===== src/irnd_pkg.sv =====
// Shared types, constants and the duration helper function of the IR nibble stream decoder.
package irnd_pkg;

  localparam int RESOLUTION = 256;
  localparam int TIME_BITS  = 32;

  localparam int DUR_W   = 24;
  localparam int SUM_W   = 32;
  localparam int CFG_W   = 32;
  localparam int CFG_A_W = 2;
  localparam int MAX_EV  = 3;

  localparam logic [3:0] NIB_ESC      = 4'hF;
  localparam logic [7:0] TIMEOUT_BYTE = 8'hFF;

  localparam logic [DUR_W-1:0] MAX_DUR_RST  = 24'd500000;
  localparam logic [DUR_W-1:0] TMO_DUR_RST  = 24'd65280;
  localparam logic             TMO_EN_RST   = 1'b1;
  localparam logic [31:0]      LONG_GAP_RST = 32'd15000000;

  typedef enum logic [1:0] {
    KindPulse = 2'd0,
    KindSpace = 2'd1,
    KindEnd   = 2'd2
  } kind_e;

  typedef enum logic [CFG_A_W-1:0] {
    CfgMaxDur  = 2'd0,
    CfgTmoDur  = 2'd1,
    CfgTmoEn   = 2'd2,
    CfgLongGap = 2'd3
  } cfg_idx_e;

  typedef struct packed {
    logic [DUR_W-1:0] max_dur;
    logic [DUR_W-1:0] tmo_dur;
    logic             tmo_en;
    logic [31:0]      long_gap;
  } cfg_t;

  typedef struct packed {
    kind_e            kind;
    logic [DUR_W-1:0] dur;
  } event_t;

  typedef struct packed {
    logic [1:0]              cnt;
    event_t [MAX_EV-1:0]     ev;
  } bundle_t;

  function automatic logic [DUR_W-1:0] count_dur(input logic [7:0] count);
    return DUR_W'(count) * DUR_W'(RESOLUTION) + DUR_W'(RESOLUTION / 2);
  endfunction

endpackage


===== src/irnd_cfg_regs.sv =====
// Configuration register file of the IR nibble stream decoder.
module irnd_cfg_regs (
  input  logic                          clk_i,
  input  logic                          rst_ni,
  input  logic                          cfg_we_i,
  input  logic [irnd_pkg::CFG_A_W-1:0]  cfg_idx_i,
  input  logic [irnd_pkg::CFG_W-1:0]    cfg_data_i,
  output irnd_pkg::cfg_t                cfg_o
);
  import irnd_pkg::*;

  cfg_t cfg_q;

  always_ff @(posedge clk_i or negedge rst_ni) begin
    if (!rst_ni) begin
      cfg_q.max_dur  <= MAX_DUR_RST;
      cfg_q.tmo_dur  <= TMO_DUR_RST;
      cfg_q.tmo_en   <= TMO_EN_RST;
      cfg_q.long_gap <= LONG_GAP_RST;
    end else if (cfg_we_i) begin
      unique case (cfg_idx_e'(cfg_idx_i))
        CfgMaxDur:  cfg_q.max_dur  <= cfg_data_i[DUR_W-1:0];
        CfgTmoDur:  cfg_q.tmo_dur  <= cfg_data_i[DUR_W-1:0];
        CfgTmoEn:   cfg_q.tmo_en   <= cfg_data_i[0];
        CfgLongGap: cfg_q.long_gap <= cfg_data_i[31:0];
        default:    cfg_q          <= cfg_q;
      endcase
    end
  end

  assign cfg_o = cfg_q;

endmodule


===== src/irnd_decode.sv =====
// Nibble decoder: phase, idle, sum and start-time state, and the event bundle of one byte.
module irnd_decode #(
  parameter int TimeBits = irnd_pkg::TIME_BITS
) (
  input  logic              clk_i,
  input  logic              rst_ni,
  input  logic              adv_i,
  input  logic [7:0]        rx_byte_i,
  input  logic [31:0]       time_us_i,
  input  irnd_pkg::cfg_t    cfg_i,
  output irnd_pkg::bundle_t bundle_o
);
  import irnd_pkg::*;

  localparam int CmpW = (TimeBits > 32) ? TimeBits : 32;

  typedef enum logic [1:0] {
    PhPair      = 2'd0,
    PhFullPulse = 2'd1,
    PhFullSpace = 2'd2,
    PhSkipPulse = 2'd3
  } phase_e;

  phase_e              phase_q, phase_d;
  logic                idle_q;
  logic [SUM_W-1:0]    sum_q, sum_d;
  logic [TimeBits-1:0] start_q, now;

  logic             pls_en, spc_en, end_en, gap_en, tmo_sel, idle_set, spc_add;
  logic [7:0]       pls_cnt, spc_cnt;
  logic [DUR_W-1:0] pls_dur, spc_dur, pls_out, spc_out, gap_out;
  logic [SUM_W-1:0] sum_base;
  logic [SUM_W+1:0] sum_tot;
  logic [TimeBits-1:0] delta;
  logic [CmpW-1:0]     delta_w, sum_w, gap_diff;
  event_t [3:0]        cand;
  logic   [3:0]        cand_en;
  logic   [1:0]        n;

  assign now = TimeBits'(time_us_i);

  always_comb begin
    phase_d  = phase_q;
    pls_en   = 1'b0;
    spc_en   = 1'b0;
    end_en   = 1'b0;
    tmo_sel  = 1'b0;
    idle_set = 1'b0;
    pls_cnt  = rx_byte_i;
    spc_cnt  = rx_byte_i;
    unique case (phase_q)
      PhPair: begin
        if (rx_byte_i[7:4] == NIB_ESC) begin
          phase_d = PhFullPulse;
        end else begin
          pls_en  = 1'b1;
          pls_cnt = {4'h0, rx_byte_i[7:4]};
          if (rx_byte_i[3:0] == NIB_ESC) begin
            phase_d = PhFullSpace;
          end else begin
            spc_en  = 1'b1;
            spc_cnt = {4'h0, rx_byte_i[3:0]};
          end
        end
      end
      PhFullPulse: begin
        pls_en  = 1'b1;
        phase_d = PhSkipPulse;
      end
      PhFullSpace: begin
        phase_d = PhPair;
        if (rx_byte_i == TIMEOUT_BYTE) begin
          idle_set = 1'b1;
          tmo_sel  = 1'b1;
          spc_en   = cfg_i.tmo_en;
          end_en   = 1'b1;
        end else begin
          spc_en = 1'b1;
        end
      end
      PhSkipPulse: begin
        if (rx_byte_i[3:0] == NIB_ESC) begin
          phase_d = PhFullSpace;
        end else begin
          spc_en  = 1'b1;
          spc_cnt = {4'h0, rx_byte_i[3:0]};
          phase_d = PhPair;
        end
      end
      default: phase_d = PhPair;
    endcase
  end

  assign gap_en  = pls_en & idle_q;
  assign spc_add = spc_en & ~tmo_sel;
  assign pls_dur = count_dur(pls_cnt);
  assign spc_dur = count_dur(spc_cnt);
  assign pls_out = (pls_dur > cfg_i.max_dur) ? cfg_i.max_dur : pls_dur;
  assign spc_out = tmo_sel ? cfg_i.tmo_dur : spc_dur;

  assign sum_base = gap_en ? '0 : sum_q;
  assign sum_tot  = (SUM_W+2)'(sum_base) + (SUM_W+2)'(pls_en ? pls_dur : '0)
                  + (SUM_W+2)'(spc_add ? spc_dur : '0);
  assign sum_d    = (|sum_tot[SUM_W+1:SUM_W]) ? '1 : sum_tot[SUM_W-1:0];

  assign delta    = now - start_q;
  assign delta_w  = CmpW'(delta);
  assign sum_w    = CmpW'(sum_q);
  assign gap_diff = delta_w - sum_w;

  always_comb begin
    if (delta_w > CmpW'(cfg_i.long_gap) || sum_w > delta_w) begin
      gap_out = cfg_i.max_dur;
    end else if (gap_diff > CmpW'(cfg_i.max_dur)) begin
      gap_out = cfg_i.max_dur;
    end else begin
      gap_out = gap_diff[DUR_W-1:0];
    end
  end

  always_comb begin
    cand[0]    = '{kind: KindSpace, dur: gap_out};
    cand[1]    = '{kind: KindPulse, dur: pls_out};
    cand[2]    = '{kind: KindSpace, dur: spc_out};
    cand[3]    = '{kind: KindEnd,   dur: '0};
    cand_en    = {end_en, spc_en, pls_en, gap_en};
    bundle_o   = '0;
    n          = 2'd0;
    for (int i = 0; i < 4; i++) begin
      if (cand_en[i] && n < 2'(MAX_EV)) begin
        bundle_o.ev[n] = cand[i];
        n = n + 2'd1;
      end
    end
    bundle_o.cnt = n;
  end

  always_ff @(posedge clk_i or negedge rst_ni) begin
    if (!rst_ni) begin
      phase_q <= PhPair;
      idle_q  <= 1'b1;
      sum_q   <= '0;
      start_q <= '0;
    end else if (adv_i) begin
      phase_q <= phase_d;
      sum_q   <= sum_d;
      if (gap_en) begin
        idle_q  <= 1'b0;
        start_q <= now;
      end else if (idle_set) begin
        idle_q <= 1'b1;
      end
    end
  end

endmodule


===== src/irnd_out.sv =====
// Result register that holds one byte's events and hands them out one transfer at a time.
module irnd_out (
  input  logic                        clk_i,
  input  logic                        rst_ni,
  input  logic                        load_i,
  input  irnd_pkg::bundle_t           bundle_i,
  output logic                        ready_o,
  output logic                        out_valid_o,
  input  logic                        out_stall_i,
  output logic [1:0]                  kind_o,
  output logic [irnd_pkg::DUR_W-1:0]  duration_o,
  output logic                        last_o
);
  import irnd_pkg::*;

  bundle_t    bundle_q;
  logic       valid_q;
  logic [1:0] idx_q;
  logic       take, last_beat;
  event_t     ev;

  assign take      = valid_q & ~out_stall_i;
  assign last_beat = (idx_q == bundle_q.cnt - 2'd1);
  assign ready_o   = ~valid_q | (take & last_beat);

  always_ff @(posedge clk_i or negedge rst_ni) begin
    if (!rst_ni) begin
      valid_q <= 1'b0;
      idx_q   <= '0;
    end else if (load_i) begin
      valid_q <= 1'b1;
      idx_q   <= '0;
    end else if (take) begin
      if (last_beat) begin
        valid_q <= 1'b0;
      end else begin
        idx_q <= idx_q + 2'd1;
      end
    end
  end

  always_ff @(posedge clk_i) begin
    if (load_i) begin
      bundle_q <= bundle_i;
    end
  end

  assign ev          = bundle_q.ev[idx_q];
  assign out_valid_o = valid_q;
  assign kind_o      = ev.kind;
  assign duration_o  = ev.dur;
  assign last_o      = last_beat;

endmodule


===== src/ir_nibble_stream_decoder_top.sv =====
// Top level of the IR nibble stream decoder: input register, decoder and result register.
//
//  Channel  Direction  Handshake                  Payload
//  in       to block   in_valid_i / in_stall_o    rx_byte_i, time_us_i
//  out      from block out_valid_o / out_stall_i  kind_o, duration_o, last_o
//  cfg      to block   cfg_we_i                   cfg_idx_i, cfg_data_i
//
// A byte is registered, decoded while it waits in the input register and its events are loaded
// into the result register, which delivers one event per cycle while out_stall_i is low. A byte
// has at most three events; the next byte loads in the same cycle that its last event is taken.
// A byte that causes no event only updates the decoder state.
// Reset clears the decoder state and all valid flags; no clearing pass is needed.
// A stalled output holds its event while the next byte waits in the input register.
module ir_nibble_stream_decoder_top #(
  parameter int TimeBits = irnd_pkg::TIME_BITS
) (
  input  logic                          clk_i,
  input  logic                          rst_ni,
  input  logic                          in_valid_i,
  output logic                          in_stall_o,
  input  logic [7:0]                    rx_byte_i,
  input  logic [31:0]                   time_us_i,
  output logic                          out_valid_o,
  input  logic                          out_stall_i,
  output logic [1:0]                    kind_o,
  output logic [irnd_pkg::DUR_W-1:0]    duration_o,
  output logic                          last_o,
  input  logic                          cfg_we_i,
  input  logic [irnd_pkg::CFG_A_W-1:0]  cfg_idx_i,
  input  logic [irnd_pkg::CFG_W-1:0]    cfg_data_i
);
  import irnd_pkg::*;

  cfg_t        cfg;
  bundle_t     bundle;
  logic        in_valid_q;
  logic [7:0]  rx_byte_q;
  logic [31:0] time_us_q;
  logic        out_ready, adv, load, in_take;

  assign adv        = in_valid_q & out_ready;
  assign load       = adv & (bundle.cnt != 2'd0);
  assign in_stall_o = in_valid_q & ~adv;
  assign in_take    = in_valid_i & ~in_stall_o;

  always_ff @(posedge clk_i or negedge rst_ni) begin
    if (!rst_ni) begin
      in_valid_q <= 1'b0;
    end else if (in_take) begin
      in_valid_q <= 1'b1;
    end else if (adv) begin
      in_valid_q <= 1'b0;
    end
  end

  always_ff @(posedge clk_i) begin
    if (in_take) begin
      rx_byte_q <= rx_byte_i;
      time_us_q <= time_us_i;
    end
  end

  irnd_cfg_regs u_cfg (
    .clk_i      (clk_i),
    .rst_ni     (rst_ni),
    .cfg_we_i   (cfg_we_i),
    .cfg_idx_i  (cfg_idx_i),
    .cfg_data_i (cfg_data_i),
    .cfg_o      (cfg)
  );

  irnd_decode #(
    .TimeBits (TimeBits)
  ) u_decode (
    .clk_i     (clk_i),
    .rst_ni    (rst_ni),
    .adv_i     (adv),
    .rx_byte_i (rx_byte_q),
    .time_us_i (time_us_q),
    .cfg_i     (cfg),
    .bundle_o  (bundle)
  );

  irnd_out u_out (
    .clk_i       (clk_i),
    .rst_ni      (rst_ni),
    .load_i      (load),
    .bundle_i    (bundle),
    .ready_o     (out_ready),
    .out_valid_o (out_valid_o),
    .out_stall_i (out_stall_i),
    .kind_o      (kind_o),
    .duration_o  (duration_o),
    .last_o      (last_o)
  );

endmodule


===== config.mk =====
export PLATFORM = sky130hd
export DESIGN_NAME = ir_nibble_stream_decoder_top
export DESIGN_NICKNAME = d
export VERILOG_FILES = /design/src/irnd_pkg.sv /design/src/irnd_cfg_regs.sv /design/src/irnd_decode.sv /design/src/irnd_out.sv /design/src/ir_nibble_stream_decoder_top.sv
export SDC_FILE = /design/constraint.sdc
export NUM_CORES = 1
export LEC_CHECK = 0
export BUFFER_PORTS_ARGS = -buffer_cell sky130_fd_sc_hd__buf_2
export CAP_MARGIN = 30
export CORE_UTILIZATION = 34
export DETAILED_ROUTE_END_ITERATION = 10
export PLACE_DENSITY_LB_ADDON = 0.08
export RECOVER_POWER = 25
export SYNTH_ARGS = -nofsm -noshare
export SYNTH_HDL_FRONTEND = slang
export SYNTH_SLANG_ARGS = --single-unit

===== constraint.sdc =====
create_clock -name clk_i -period 9 [get_ports clk_i]
set_clock_uncertainty 0.05 [all_clocks]
set_input_delay 1.35 -clock clk_i [delete_from_list [all_inputs] [get_ports clk_i]]
set_output_delay 1.35 -clock clk_i [all_outputs]
set_load 0.01 [all_outputs]

==> results.md <==
- Run status: complete, but fails checks
- Violations in the final reports: max-capacitance violations, max-slew violations
- Starting density of the core: 0.3474
- Avg Inst Size Synth: 9.884 um2
- Clock buffer count from CTS: 34
- Wire length after detailed routing: between 40 and 50 mm
- Cell with the most instances after synthesis: sky130_fd_sc_hd__inv_1
- Register bit total from synthesis: about 270
- Grt ovf: 0
- Number of I/O port buffers: 107
- Required time of the worst setup path: 9.23 ns
- Kind of launch point of the worst setup path: register
- Count of buffers added by post-CTS timing repair for setup: 0
- Main synth FF type: sky130_fd_sc_hd__edfxtp_1
- Fraction of post-synthesis cell area in the top cell type by area: 0.2106
- Count of clock tree sinks: about 270
- Final antenna-violating net count: 0
- Cell types with the largest area share after synthesis: sky130_fd_sc_hd__edfxtp_1, sky130_fd_sc_hd__dfrtp_1, sky130_fd_sc_hd__ha_1
- Asr flop ratio synth: 0.5489
- Tcrit/Tclk final: 0.8766
- Cell row count: between 80 and 90
- Fin. Hold Viols: 0
- CTS tree: yes
- Number of gates resized after cts: 0
- DRC: 0
- Post-CTS Hold Fix Bufs: 0
- Final weighted congestion in routability-driven placement: just under 0.9
- Time the final worst path needs with I/O delays and setup: between 7 and 8 ns
- Via count of the first global-routing pass: ~13,000
- Max-slew headroom: -1.257
- Fin. max-slew vios: around 220
- HPWL Detailed: around 38 mm
- First-pass GRT wire length: between 70 and 80 mm
- Count of flip-flops with a built-in enable after synthesis: 120
- FF-to-FF setup slack: about 1.1 ns
- Most instantiated cells after synthesis: sky130_fd_sc_hd__inv_1, sky130_fd_sc_hd__nand2_1, sky130_fd_sc_hd__ha_1
- CTS clk-pin slew, worst paths: 0.06 ns
- Total Die Area: 51,220 um2
- Root cell of the clock tree: sky130_fd_sc_hd__clkbuf_16
- Highest-delay cell along the critical path: sky130_fd_sc_hd__nand2_2
- Critical path buffer and inverter count: 2
- Total inserted antenna cells: 0
- Area Growth Syn to Fin: 15.11%
- # Max-Cap Violations: 5
- CP Class: register to register
- Final nets: around 2,100
- Clock network latency to the later pin of the worst-skew pair: roughly 0.55 ns
- Number of DRC markers in iteration 0: roughly 800
- Most common cell type on the critical path: sky130_fd_sc_hd__o21ai_0
- Maximum fanout along the worst path: 23
- Setup crit end kind: register
- Endpoints failing setup: 0
- Cell type with the largest total area after synthesis: sky130_fd_sc_hd__edfxtp_1
- Layout cells sized above 1: 0.1655
- H-tree depth: 2
- Type of the worst min-delay path: register to register
- Setup total negative slack: 0 ns
- Pin count of the biggest net entering global routing: 60
- GRT Resource Usage Total: 0.1980
- Average vias per placed instance: a little over 5
- Number of buffers on the longest clock path: 3
- Routed vias: roughly 13,000
- Kind of cell adding the most delay to the critical path: compound AO/OA/AOI/OAI gates
- Number of inserted filler cells in the final layout: between 4,000 and 5,000
- Count of pins on the block boundary: 108
- Worst endpoint data arrival time: 8.12 ns
- Number of detailed-route iterations in the first pass: 5
- Die height: 226.3 um
- Post-synthesis cell area: ~17,000 um2
- Number of synthesis warnings: 0
- Die boundary width: 226.3 um
- Proportion of synthesized chip area in sequential cells: 0.4261
- Highest cell delay on the worst timing path: roughly 0.58 ns
- Achievable Freq: 126.8 MHz
- RSZ-0062 raised after global routing: false
- Count of distinct cell types in the synthesized netlist: 76
- Instance count of the mapped netlist: 1,731
- Number of antenna violations at the first check in global routing: 1
- Placeable Area: slightly below 50,000 um2
- Slew @ Worst Pin: 3.386 ns
- WL/cell: around 19 um
-- cells by family (layout without fill, tap and decap cells) --
| group | count (synthesis) | count (layout) | share of synthesized area |
|---|---|---|---|
| adders and majority gates | 156 | 156 | 0.1194 |
| xor gates and xnor gates | 57 | 57 | 0.02918 |
| DFF | 266 | 266 | 0.4261 |
| AOI/OAI and AO/OA | 437 | 437 | 0.1615 |
| buffers and inverters | 235 | 367 | 0.05236 |
| muxes | 153 | 153 | 0.09602 |
| other | 1 | 23 | 0.0002192 |
| and+or+nand+nor | 426 | 426 | 0.1152 |
-- worst reg2reg max path: cells and delay by family, from the launching register on --
family                     cells  cell delay [ns]
AOI/OAI and AO/OA             12             3.49
and+or+nand+nor                7             2.28
adders and majority gates      3             0.95
DFF                            1             0.36
muxes                          1             0.20
buffers and inverters          2             0.18
xor gates and xnor gates       1             0.16
-- routing by layer --
metal | vias to the layer above | wire length, um | global-route usage
li1 | 6446 | - | -
met1 | 6353 | 23880 | 0.2754
met2 | 282 | 22510 | 0.3160
met3 | 68 | 2016 | 0.02786
met4 | 2 | 1270 | 0.06386
met5 | - | 8 | 0
-- registers in the layout, indices dropped and copies added, names as in the netlist --
name,cells
u_out.idx_q,2
time_us_q,32
rx_byte_q,8
u_decode.sum_q,26
u_decode.start_q,32
in_valid_q,1
u_out.out_valid_o,1
u_decode.idle_q,1
u_decode.phase_q,2
u_out.bundle_q,80
u_cfg.cfg_o,81
-- worst paths after layout --
kind	end	cells past startpoint	from
min in group asynchronous	u_cfg.cfg_o[19]	1	rst_ni
setup reg to reg	u_out.bundle_q[2]	26	time_us_q[0]
hold reg to reg	u_decode.start_q[6]	1	u_decode.start_q[6]
hold / removal	u_decode.start_q[6]	1	u_decode.start_q[6]
max in group asynchronous	u_decode.start_q[6]	2	rst_ni
setup / recovery	u_out.bundle_q[2]	26	time_us_q[0]
-- stage by stage --
stage / utilization / hold slack, ns / worst slack, ns / instances / instance area, um2
final: 0.3998 / 0.4508 / 1.111 / 2549 / 19690
after global routing: 0.3998 / 0.4557 / 0.6628 / 2549 / 19690
after CTS: 0.4004 / 0.4509 / 1.017 / 2549 / 19720
after detailed placement: 0.3765 / 0.4385 / 1.043 / 2488 / 18550
after global placement: 0.3754 / 0.4241 / 1.074 / 2485 / 18490
after floorplan: - / 0.4038 / 2.443 / 1753 / 17190
-- placed cells by master (no fill, tap or decap), types with 16 or more instances in the layout --
cell	n
sky130_fd_sc_hd__a31oi_1	17
sky130_fd_sc_hd__nand2_1	169
sky130_fd_sc_hd__nor2_1	109
sky130_fd_sc_hd__edfxtp_1	120
sky130_fd_sc_hd__conb_1	23
sky130_fd_sc_hd__dfrtp_1	119
sky130_fd_sc_hd__xnor2_1	41
sky130_fd_sc_hd__ha_1	144
sky130_fd_sc_hd__a21oi_1	92
sky130_fd_sc_hd__buf_2	105
sky130_fd_sc_hd__o22ai_1	23
sky130_fd_sc_hd__dfstp_2	27
sky130_fd_sc_hd__mux2_2	89
sky130_fd_sc_hd__nor3_1	26
sky130_fd_sc_hd__nand4_1	30
sky130_fd_sc_hd__inv_1	179
sky130_fd_sc_hd__clkbuf_16	35
sky130_fd_sc_hd__nor2b_1	16
sky130_fd_sc_hd__mux2i_1	64
sky130_fd_sc_hd__a21o_1	52
sky130_fd_sc_hd__xor2_1	16
sky130_fd_sc_hd__o21ai_0	140
-- final cells by class --
type                       instances  area [um2]  share of cell area
inverter                         180       675.6             0.03431
clock buffer                      42       932.1             0.04733
sequential                       266        7291              0.3702
timing repair buffer             126       693.2             0.03520
multi-input combinational       1252        9027              0.4584
tap                              664       830.8             0.04219
clock inverter                    19       244.0             0.01239
Power is not shown: default switching activity piles up to over one toggle a cycle in this logic, so the estimate is an artifact.
